==> config.mk <==
export PLATFORM = sky130hd
export DESIGN_NAME = edge_time_window_averager_unit
export DESIGN_NICKNAME = d
export VERILOG_FILES = /design/src/etwa_pkg.sv /design/src/edge_time_window_averager_unit.sv
export SDC_FILE = /design/constraint.sdc
export NUM_CORES = 1
export LEC_CHECK = 0
export ABC_AREA = 0
export BUFFER_PORTS_ARGS = -buffer_cell sky130_fd_sc_hd__buf_2
export CORE_AREA = 2 2 288 290
export CTS_CLUSTER_DIAMETER = 30
export DETAILED_ROUTE_END_ITERATION = 6
export DIE_AREA = 0 0 290 292
export PLACE_DENSITY = 0.62
export RECOVER_POWER = 25
export SYNTH_ARGS = -nofsm -noshare
export SYNTH_HDL_FRONTEND = slang
export SYNTH_SLANG_ARGS = --single-unit
export TNS_END_PERCENT = 50
==> constraint.sdc <==
create_clock -name clk -period 14.51 [get_ports clk]
set_input_delay 2.902 -clock clk [delete_from_list [all_inputs] [get_ports clk]]
set_output_delay 2.902 -clock clk [all_outputs]
set_load 0.1 [all_outputs]
==> src/etwa_pkg.sv <==
// Package for the edge time window averager: ring size, field widths, codes.
`default_nettype none
package etwa_pkg;

  localparam int RING_DEPTH = 16;
  localparam int SLOT_W     = $clog2(RING_DEPTH);
  localparam int CNT_W      = $clog2(RING_DEPTH + 1);

  localparam int STAMP_W    = 32;
  localparam int HELD_W     = 5;
  localparam int FRAC_W     = 8;
  localparam int AVG_W      = STAMP_W + FRAC_W;
  localparam int DIV_CNT_W  = $clog2(AVG_W + 1);

  localparam int PADDR_W    = 3;
  localparam int PDATA_W    = 32;

  localparam logic CMD_RECORD = 1'b0;
  localparam logic CMD_EXPIRE = 1'b1;

  // Word index of a configuration register (paddr[2]).
  localparam logic REG_EXPIRE_WINDOW = 1'b0;

  localparam logic [STAMP_W-1:0] EXPIRE_RESET = STAMP_W'(100);

endpackage
`default_nettype wire

==> src/edge_time_window_averager_unit.sv <==
// Top level of the edge time window averager: timestamp ring, expiry walk and serial divider.
//
//  channel   | handshake                | payload
//  ----------+--------------------------+-------------------------------------------
//  input     | in_valid / in_ready      | command, sample_time
//  result    | out_valid / out_ready    | held_count, expired_count, avg_edge_ticks
//  config    | APB psel/penable/pwrite  | paddr, pwdata, prdata, pready (always high)
//
// A record item passes through the ring write, the two span states, the serial divider
// and the done state before in_ready returns; an expire item walks the ring instead of
// writing, reading and comparing each entry it examines. Under two entries held, the
// divider and the second span state are skipped.
// rst is synchronous and empties the ring; in_ready is high only while the sequencer is idle.
// A waiting result stalls the next one in its final state but does not hold in_ready low.
`default_nettype none
module edge_time_window_averager_unit (
  input  wire logic                              clk,
  input  wire logic                              rst,
  input  wire logic                              in_valid,
  output logic                                   in_ready,
  input  wire logic                              command,
  input  wire logic [etwa_pkg::STAMP_W-1:0]      sample_time,
  output logic                                   out_valid,
  input  wire logic                              out_ready,
  output logic [etwa_pkg::HELD_W-1:0]            held_count,
  output logic [etwa_pkg::HELD_W-1:0]            expired_count,
  output logic [etwa_pkg::AVG_W-1:0]             avg_edge_ticks,
  input  wire logic                              psel,
  input  wire logic                              penable,
  input  wire logic                              pwrite,
  input  wire logic [etwa_pkg::PADDR_W-1:0]      paddr,
  input  wire logic [etwa_pkg::PDATA_W-1:0]      pwdata,
  output logic [etwa_pkg::PDATA_W-1:0]           prdata,
  output logic                                   pready
);

  typedef enum logic [7:0] {
    S_IDLE    = 8'b0000_0001,
    S_WRITE   = 8'b0000_0010,
    S_EXP_RD  = 8'b0000_0100,
    S_EXP_CMP = 8'b0000_1000,
    S_SPAN_A  = 8'b0001_0000,
    S_SPAN_B  = 8'b0010_0000,
    S_DIV     = 8'b0100_0000,
    S_DONE    = 8'b1000_0000
  } state_t;

  state_t state;

  logic [etwa_pkg::STAMP_W-1:0] ring [etwa_pkg::RING_DEPTH];
  logic [etwa_pkg::STAMP_W-1:0] rdata;
  logic [etwa_pkg::SLOT_W-1:0]  raddr;
  logic [etwa_pkg::SLOT_W-1:0]  waddr;
  logic                         wen;

  logic [etwa_pkg::SLOT_W-1:0]  oldest_slot;
  logic [etwa_pkg::CNT_W-1:0]   entry_total;
  logic [etwa_pkg::CNT_W-1:0]   expired;
  logic [etwa_pkg::STAMP_W-1:0] expire_window;
  logic                         cmd;
  logic [etwa_pkg::STAMP_W-1:0] stamp;
  logic [etwa_pkg::STAMP_W-1:0] first;
  logic [etwa_pkg::CNT_W-1:0]   rem;
  logic [etwa_pkg::AVG_W-1:0]   dq;
  logic [etwa_pkg::DIV_CNT_W-1:0] div_left;

  logic                         full;
  logic [etwa_pkg::SLOT_W-1:0]  oldest_inc;
  logic [etwa_pkg::SLOT_W:0]    tail_sum;
  logic [etwa_pkg::SLOT_W-1:0]  tail_slot;
  logic [etwa_pkg::SLOT_W:0]    newest_sum;
  logic [etwa_pkg::SLOT_W-1:0]  newest_slot;
  logic [etwa_pkg::STAMP_W:0]   limit;
  logic                         expire_hit;
  logic [etwa_pkg::CNT_W:0]     trial;
  logic                         trial_ge;
  logic [etwa_pkg::CNT_W:0]     trial_diff;
  logic                         cfg_write;

  assign in_ready = (state == S_IDLE);
  assign pready   = 1'b1;
  assign cfg_write = psel && penable && pwrite && (paddr[2] == etwa_pkg::REG_EXPIRE_WINDOW);
  assign prdata   = (paddr[2] == etwa_pkg::REG_EXPIRE_WINDOW) ? expire_window : '0;

  assign full = (entry_total == etwa_pkg::CNT_W'(etwa_pkg::RING_DEPTH));
  assign oldest_inc = (oldest_slot == etwa_pkg::SLOT_W'(etwa_pkg::RING_DEPTH - 1)) ?
                      '0 : oldest_slot + 1'b1;

  // Slot past the newest entry; only used while the ring is not full.
  always_comb begin
    tail_sum = {1'b0, oldest_slot} + (etwa_pkg::SLOT_W + 1)'(entry_total);
    if (tail_sum >= (etwa_pkg::SLOT_W + 1)'(etwa_pkg::RING_DEPTH)) begin
      tail_sum = tail_sum - (etwa_pkg::SLOT_W + 1)'(etwa_pkg::RING_DEPTH);
    end
    tail_slot = tail_sum[etwa_pkg::SLOT_W-1:0];
  end

  // Slot of the newest entry; only used with at least one entry held.
  always_comb begin
    newest_sum = {1'b0, oldest_slot} + (etwa_pkg::SLOT_W + 1)'(entry_total - 1'b1);
    if (newest_sum >= (etwa_pkg::SLOT_W + 1)'(etwa_pkg::RING_DEPTH)) begin
      newest_sum = newest_sum - (etwa_pkg::SLOT_W + 1)'(etwa_pkg::RING_DEPTH);
    end
    newest_slot = newest_sum[etwa_pkg::SLOT_W-1:0];
  end

  // The window sum is kept at 33 bits so it never wraps.
  assign limit      = {1'b0, rdata} + {1'b0, expire_window};
  assign expire_hit = ({1'b0, stamp} > limit);

  // One restoring divide step per cycle; the remainder stays below the divisor.
  assign trial      = {rem, dq[etwa_pkg::AVG_W-1]};
  assign trial_ge   = (trial >= {1'b0, entry_total});
  assign trial_diff = trial - {1'b0, entry_total};

  // A record into a full ring overwrites the oldest slot, so the next oldest is read instead.
  assign raddr = (state == S_SPAN_A) ? newest_slot :
                 ((state == S_WRITE) && full) ? oldest_inc : oldest_slot;
  assign wen   = (state == S_WRITE);
  assign waddr = full ? oldest_slot : tail_slot;

  always_ff @(posedge clk) begin
    if (wen) begin
      ring[waddr] <= stamp;
    end
    rdata <= ring[raddr];
  end

  always_ff @(posedge clk) begin
    if (rst) begin
      expire_window <= etwa_pkg::EXPIRE_RESET;
    end else if (cfg_write) begin
      expire_window <= pwdata;
    end
  end

  always_ff @(posedge clk) begin
    if (rst) begin
      state       <= S_IDLE;
      oldest_slot <= '0;
      entry_total <= '0;
      out_valid   <= 1'b0;
    end else begin
      if (out_valid && out_ready && (state != S_DONE)) begin
        out_valid <= 1'b0;
      end
      unique case (state)
        S_IDLE: begin
          if (in_valid) begin
            cmd     <= command;
            stamp   <= sample_time;
            expired <= '0;
            state   <= (command == etwa_pkg::CMD_RECORD) ? S_WRITE : S_EXP_RD;
          end
        end
        S_WRITE: begin
          // A full ring drops its oldest entry and reuses that slot.
          if (full) begin
            oldest_slot <= oldest_inc;
          end else begin
            entry_total <= entry_total + 1'b1;
          end
          state <= S_SPAN_A;
        end
        S_EXP_RD: begin
          state <= (entry_total == '0) ? S_SPAN_A : S_EXP_CMP;
        end
        S_EXP_CMP: begin
          if (expire_hit) begin
            oldest_slot <= oldest_inc;
            entry_total <= entry_total - 1'b1;
            expired     <= expired + 1'b1;
            state       <= S_EXP_RD;
          end else begin
            state <= S_SPAN_A;
          end
        end
        S_SPAN_A: begin
          // rdata holds the oldest entry here; the newest is read next.
          first <= rdata;
          if (entry_total < etwa_pkg::CNT_W'(2)) begin
            dq    <= '0;
            state <= S_DONE;
          end else begin
            state <= S_SPAN_B;
          end
        end
        S_SPAN_B: begin
          dq       <= {rdata - first, etwa_pkg::FRAC_W'(0)};
          rem      <= '0;
          div_left <= etwa_pkg::DIV_CNT_W'(etwa_pkg::AVG_W);
          state    <= S_DIV;
        end
        S_DIV: begin
          rem      <= trial_ge ? trial_diff[etwa_pkg::CNT_W-1:0] : trial[etwa_pkg::CNT_W-1:0];
          dq       <= {dq[etwa_pkg::AVG_W-2:0], trial_ge};
          div_left <= div_left - 1'b1;
          if (div_left == etwa_pkg::DIV_CNT_W'(1)) begin
            state <= S_DONE;
          end
        end
        S_DONE: begin
          if (!out_valid || out_ready) begin
            held_count     <= etwa_pkg::HELD_W'(entry_total);
            expired_count  <= (cmd == etwa_pkg::CMD_EXPIRE) ? etwa_pkg::HELD_W'(expired) : '0;
            avg_edge_ticks <= dq;
            out_valid      <= 1'b1;
            state          <= S_IDLE;
          end
        end
        default: begin
          state <= S_IDLE;
        end
      endcase
    end
  end

`ifndef ASSERT_OFF
  a_total_bound: assert property (@(posedge clk) disable iff (rst)
    entry_total <= etwa_pkg::CNT_W'(etwa_pkg::RING_DEPTH))
    else $error("entry count above ring depth");

  a_expire_drop: assert property (@(posedge clk) disable iff (rst)
    (state == S_EXP_CMP && expire_hit) |=>
      (entry_total == $past(entry_total) - 1'b1 && state == S_EXP_RD))
    else $error("expiry did not drop exactly one entry");

  a_record_grow: assert property (@(posedge clk) disable iff (rst)
    (state == S_WRITE && !full) |=> (entry_total == $past(entry_total) + 1'b1))
    else $error("record into a ring with room did not grow the count");

  a_div_end: assert property (@(posedge clk) disable iff (rst)
    (state == S_DIV && div_left == etwa_pkg::DIV_CNT_W'(1)) |=> (state == S_DONE))
    else $error("divider did not finish after its last step");
`endif

endmodule
`default_nettype wire
==> results of run 1 <==
==> logic make-up after synthesis <==
family | synth area share (%)
DFF | 68.3
and+or+nand+nor | 6.37
AOI/OAI and AO/OA | 7.63
buffers and inverters | 2.02
muxes | 9.14
adders and majority gates | 4.67
xor gates and xnor gates | 1.89
other | 0.0116
==> metal layers <==
metal | up-vias | wire (um)
li1 | 8653 | -
met2 | 852 | 37700
met1 | 9700 | 34300
met5 | - | 11
met3 | 156 | 6460
met4 | 2 | 2200
==> cell usage in the layout, fill, tap and decap left out, drive strengths merged, types with 42 or more instances in the layout <==
cell,netlist,routed
o21ai,78,78
xnor2,42,42
edfxtp,683,683
dfxtp,82,82
a22oi,66,66
a21oi,122,122
clkbuf,45,171
nand2,176,176
ha,113,113
buf,28,190
mux4,128,128
clkinv,0,44
inv,73,100
nor2,75,75
==> sequential cells by signal, summed over array words and instances, names as in the netlist <==
signal and cells:
stamp 32, out_valid 1, rdata 32, oldest_slot 4
state 8, expire_window 32, rem 5, first 32
cmd 1, div_left 6, entry_total 5, expired 5
expired_count 5, held_count 5, ring 512, avg_edge_ticks 40
dq 40
==> worst max path at each step <==
stage	start	endpoint	slack, ps	cells past startpoint
2_1_floorplan	rst	avg_edge_ticks[0]$_DFFE_PP_	6980	3
6_report	paddr[2]	prdata[20]	7550	3
4_1_cts	paddr[2]	prdata[20]	7560	3
5_1_grt	paddr[2]	prdata[20]	7490	3
3_5_place_dp	paddr[2]	prdata[20]	7560	3
3_3_place_gp	paddr[2]	prdata[13]	7580	3
==> power by group through the flow <==
stage | Sequential (mW) | Combinational, mW | Clock (mW)
6_report | 2.50 | 0.247 | 3.66
5_1_grt | 2.50 | 0.274 | 3.83
4_1_cts | 2.50 | 0.247 | 3.71
3_5_place_dp | 2.54 | 0.245 | 0
3_3_place_gp | 2.53 | 0.240 | 0
2_1_floorplan | 2.51 | 0.178 | 0
==> worst max-delay path: cells and delay by family <==
| family | cells | cell delay [ps] |
|---|---|---|
| simple gates | 1 | 140 |
| buf+inv | 2 | 1010 |
==> through the flow <==
step,setup slack (ps),total power [mW]
floorplan,6980,2.68
global placement,7580,2.77
detailed placement,7560,2.78
CTS,7560,6.45
global route,7490,6.60
finish,7550,6.40
==> area by class of cell <==
class | instances | area [um2]
Timing Repair Buffer | 190 | 1050
Sequential cell | 765 | 22200
Clock inverter | 115 | 1520
Inverter | 73 | 274
Antenna cell | 2 | 5.00
Fill cell | 6704 | 41500
Tap cell | 1070 | 1340
Clock buffer | 171 | 3960
Multi-Input combinational cell | 1144 | 9810
==> results.yml, run 1 <==
run_status:
  run_status: "finished, final reports clean"
global_routing:
  overflow: 0
  use_met2_pct: 30.4
  antenna_found_initial: 3
  grt_pass1_wl_um: 122000
  use_met3_pct: 4.67
  track_usage_pct: 19.2
  groute.layer.met1.usage_pct: 25.8
  grt_pass1_vias: 19824
  grt_max_degree: 98
  busiest_layer: "met2"
power:
  power.switching_mw: 1.45
  power_leakage_nw: 14.3
  swShare_pct: 22.6
  comb_power_share_pct: 3.9
  ir_worst_vdd_mv: 0.121
  pwr-share-seq_pct: 39.0
  power_density_mw_per_mm2: 160
  p_int_mw: 4.95
  clockPowerShare_pct: 57.1
clock_tree:
  cts-root-buf: "clkbuf_16"
  cts_setup_buffers: 0
  worstSkewPairLatency_ps: 730
  clk_pin_slew_ps: 50
  h-tree-depth: 4
  cts_tree: "built"
  numCtsBuffers: 155
  cts_sinks: 765
  clk_path_buf_depth: 3
  hold_buffers: 0
  cts_resized: 0
logic_synthesis:
  synthArstFlopShare_pct: 0
  syn_area_mm2: 0.0324
  synth_edf_count: 683
  synth_cells: 2055
  synth_top_cells_by_count: "edfxtp_1, nand2_1, mux4_2"
  postSynthAreaPerCell_um2: 15.8
  yosysSeqAreaShare_pct: 68.3
  synth_top_area_share_pct: 63.2
  syn-num-nets: 2248
  synth_flop_cell: "edfxtp_1"
  synth.area.top_cells: "edfxtp_1, mux4_2, dfxtp_1"
  synth_most_common_cell: "edfxtp_1"
  yosys_warnings: 0
  synth_largest_area_cell: "edfxtp_1"
  ys_ff_latch: 765
  ys_types: 66
worst_setup_path:
  critPathRequiredTime_ps: 11610
  timing.rr.start: "expire_window[0]$_SDFFE_PP0P_"
  slowest_stage: "buf_2"
  max_stage_delay_ps: 670
  start_kind: "primary input"
  cp-end-kind: "output port"
  worstRegToRegCells: 20
  r2r-end: "expired[4]$_SDFFCE_PN0P_"
  reg2reg_slack_ps: 8220
  crit_type: "primary input to output port"
  cp_max_fo: 34
  crit_arrival_ps: 4060
  cp_common_cell: "buf_2"
  crit_chain: "buf_2 -> nor2b_1 -> buf_2"
sta:
  period_share_pct: 48.0
  tns_ps: 0
  worst_hold_slack_ps: 427
  max_slew_margin_pct: 21.4
  clock_skew_ps: 33.7
  hold_violations: 0
  post-route-min-period_ps: 6960
  worst_slew_pin_slew_ps: 1180
  rsz0062_at_grt: "false"
  max_freq_ghz: 0.144
  maxSlewViolCount: 0
  finalSetupViolations: 0
drt:
  drt_iter0_drc: 1762
  drt_wl_total_um: 80700
  viasPerCell: 5.49
  vias: 19363
  wl_per_cell_um: 22.8
  drc: 0
  firstDrtPassIters: 7
  detail-route-antenna-nets: 0
floorplanning:
  initial_core_util_pct: 39.8
  core-area_mm2: 0.0816
  die_x_um: 290
  io_pins: 160
  rows: 105
  dieArea_mm2: 0.0847
  die_h_um: 292
finish:
  drive_above_1_share_pct: 25.0
  final_util_pct: 49.2
  final_nets: 2522
  layout.cells.non_filler: 3530
  syn2layout_area_growth_pct: 23.6
  final_area_mm2: 0.0401
placed_design:
  dp_hpwl_um: 49400
  dpl_cell_area_mm2: 0.0346
  dp_cells: 3242
  gp_congestion: 0.894
  port_buffers: 156
job:
  drv_cap: 0
hold_path:
  holdPathStages: 0
  worstHoldStart: "dq[36]$_DFFE_PP_"
  hold_class: "register to register"
  hold_path_end: "avg_edge_ticks[36]$_DFFE_PP_"
No activity file was read; power rests on OpenSTA's default activity.
==> run 2: changes to the inputs <==
Settings changed: ABC_AREA 0 to 1, CORE_AREA 2 2 288 290 to 2 2 296 298, DIE_AREA 0 0 290 292 to 0 0 298 300, PLACE_DENSITY 0.62 to 0.64.
Clock period 14.51 ns to 5.8 ns, I/O delays scaled along.
==> run 2 against run 1 <==
Effect of this change:
- total power grew to 2.6 times the previous value
- count of clock-buffer cells in the layout up 6
- global-route usage fell by 0.38 points
- die area is 5.6% higher
- sequential power increased to 2.5 times the previous value
- first-iteration DRC count shrank 7.3%
- critical path depth is 22 higher
- largest cell class unchanged
- synthesized area rose by 5.8%
- hold slack improved by 15 ps
- setup slack got worse by 6200 ps
- register-to-register slack lost 6900 ps
- clock skew decreased by 10 ps
==> results.yml, run 2 <==
global_routing:
  grt_max_degree: 129
  antenna_found_initial: 8
  grt_pass1_vias: 22789
  track_usage_pct: 18.8
  overflow: 0
  grt_pass1_wl_um: 130000
floorplanning:
  io_pins: 160
  rows: 108
  die_x_um: 298
  dieArea_mm2: 0.0894
  die_h_um: 300
  core-area_mm2: 0.0862
  initial_core_util_pct: 39.8
sta:
  finalSetupViolations: 0
  max_slew_margin_pct: 18.8
  hold_violations: 0
  post-route-min-period_ps: 4500
  clock_skew_ps: 23.5
  worst_slew_pin_slew_ps: 1220
  tns_ps: 0
  period_share_pct: 77.6
  max_freq_ghz: 0.222
  rsz0062_at_grt: "false"
  maxSlewViolCount: 0
drt:
  drt_wl_total_um: 83900
  wl_per_cell_um: 18.3
  drc: 0
  viasPerCell: 5.07
  firstDrtPassIters: 5
  detail-route-antenna-nets: 0
  vias: 23245
  drt_iter0_drc: 1633
logic_synthesis:
  synth_edf_count: 683
  synthArstFlopShare_pct: 0
  yosysSeqAreaShare_pct: 64.5
  synth_cells: 3094
  synth_top_area_share_pct: 59.8
  ys_ff_latch: 765
  ys_types: 47
  syn_area_mm2: 0.0343
  synth_flop_cell: "edfxtp_1"
  synth_top_cells_by_count: "edfxtp_1, nand2_1, inv_1"
  synth_most_common_cell: "edfxtp_1"
  postSynthAreaPerCell_um2: 11.1
  syn-num-nets: 3287
  yosys_warnings: 0
  synth_largest_area_cell: "edfxtp_1"
  synth.area.top_cells: "edfxtp_1, nand2_1, o211ai_1"
worst_setup_path:
  start_kind: "register"
  worstRegToRegCells: 25
  timing.rr.start: "rdata[0]$_DFF_P_"
  r2r-end: "oldest_slot[3]$_SDFFE_PP0P_"
  reg2reg_slack_ps: 1300
  crit_type: "register to register"
  critPathRequiredTime_ps: 6400
  crit_arrival_ps: 5100
  cp_max_fo: 9
  cp-end-kind: "register"
hold_path:
  hold_path_end: "avg_edge_ticks[5]$_DFFE_PP_"
  holdPathStages: 0
  hold_class: "register to register"
  worstHoldStart: "dq[5]$_DFFE_PP_"
clock_tree:
  h-tree-depth: 4
  clk_pin_slew_ps: 50
  cts_tree: "built"
  worstSkewPairLatency_ps: 720
  hold_buffers: 0
  cts_setup_buffers: 0
  cts-root-buf: "clkbuf_16"
  cts_resized: 0
  cts_sinks: 765
  clk_path_buf_depth: 3
  numCtsBuffers: 146
power:
  power.switching_mw: 4.03
  pwr-share-seq_pct: 38.3
  swShare_pct: 24.5
  p_int_mw: 12.4
  ir_worst_vdd_mv: 0.221
  power_density_mw_per_mm2: 396
  comb_power_share_pct: 9.5
  clockPowerShare_pct: 52.2
  power_leakage_nw: 16.0
finish:
  layout.cells.non_filler: 4589
  final_area_mm2: 0.0416
  final_cell_mix: "edfxtp_1, nand2_1, inv_1"
  drive_above_1_share_pct: 13.4
  final_util_pct: 48.2
  final_nets: 3507
  syn2layout_area_growth_pct: 21.1
  largest_reg_flops: 512
  top_register: "ring"
  largestRegisters: "ring x512, avg_edge_ticks x40, dq x40"
  final_common_cell: "edfxtp_1"
run_status:
  run_status: "finished, final reports clean"
placed_design:
  dp_hpwl_um: 52700
  dpl_cell_area_mm2: 0.0365
  port_buffers: 156
  dp_cells: 4321
  gp_congestion: 0.883
job:
  drv_cap: 0
==> run 2: through the flow <==
stage	hold slack (ps)	setup WS [ps]	total power, mW
after floorplan	426	1270	7.46
after global placement	432	1330	7.94
after detailed placement	432	1210	7.97
after CTS	443	1210	16.6
after global routing	440	984	17.1
final	442	1300	16.5
==> run 2: layout make-up <==
| cell class | count | area, um2 |
|---|---|---|
| repair buffers | 200 | 1140 |
| multi-input cells | 1742 | 10000 |
| well taps | 1155 | 1450 |
| clock inverters | 90 | 1140 |
| flip-flops and latches | 765 | 22200 |
| inverters | 459 | 1730 |
| fillers | 7629 | 44600 |
| clock buffers | 177 | 3930 |
| diodes | 1 | 2.50 |
==> run 2: worst max-delay path, cell delays in order (launching register included) <==
cell     delay [ps]
dfxtp_1         320
ha_1            230
fa_1            410
nand2_1          80
nand2_1          70
nand3_1          90
nand2_1         140
nand2_1          90
nand2_1         150
a21oi_1         260
o21ai_0         190
a21oi_1         250
o21ai_0         150
xor2_1          160
ha_1            300
a21o_1          190
a21oi_1         180
nor2_1           70
nor2_1          170
nand2_1         170
nand2_1         110
nand2_2         150
nand2_1         200
inv_1            90
nor2_1           90
nor2_1           50
==> run 2: power by group through the flow <==
| stage | logic (mW) | registers [mW] | clock network, mW |
|---|---|---|---|
| global route | 1.77 | 6.31 | 8.98 |
| finish | 1.57 | 6.30 | 8.58 |
| CTS | 1.57 | 6.30 | 8.70 |
| detailed placement | 1.56 | 6.40 | 0 |
| floorplan | 1.12 | 6.33 | 0 |
| global placement | 1.55 | 6.39 | 0 |
==> run 2: layer usage <==
| layer | vias up | routed length [um] | track usage [%] |
|---|---|---|---|
| li1 | 11341 | - | - |
| met1 | 11030 | 36800 | 24.6 |
| met2 | 714 | 39600 | 31.0 |
| met3 | 156 | 5270 | 3.71 |
| met4 | 4 | 2260 | 7.29 |
| met5 | - | 26 | 0 |
==> run 2: how the worst max path moves through the flow <==
stage / start / end
after floorplan: state[4]$_SDFFE_PP0P_ / cmd$_DFFE_PP_
after global placement: expire_window[0]$_SDFFE_PP0P_ / oldest_slot[1]$_SDFFE_PP0P_
after detailed placement: rdata[0]$_DFF_P_ / oldest_slot[3]$_SDFFE_PP0P_
after CTS: rdata[0]$_DFF_P_ / oldest_slot[3]$_SDFFE_PP0P_
after global routing: rdata[0]$_DFF_P_ / oldest_slot[3]$_SDFFE_PP0P_
final: rdata[0]$_DFF_P_ / oldest_slot[3]$_SDFFE_PP0P_
==> run 2: logic make-up (layout without fill, tap and decap cells) <==
group | Yosys count | in the layout | share of synthesized area (%)
AND/OR/NAND/NOR | 992 | 992 | 12.2
flip-flops | 765 | 765 | 64.5
buffers and inverters | 587 | 926 | 6.73
AO/OA/AOI/OAI | 578 | 578 | 10.8
adder cells (fa/ha/maj) | 118 | 118 | 4.41
XOR/XNOR | 53 | 53 | 1.35
other | 1 | 2 | 0.0109
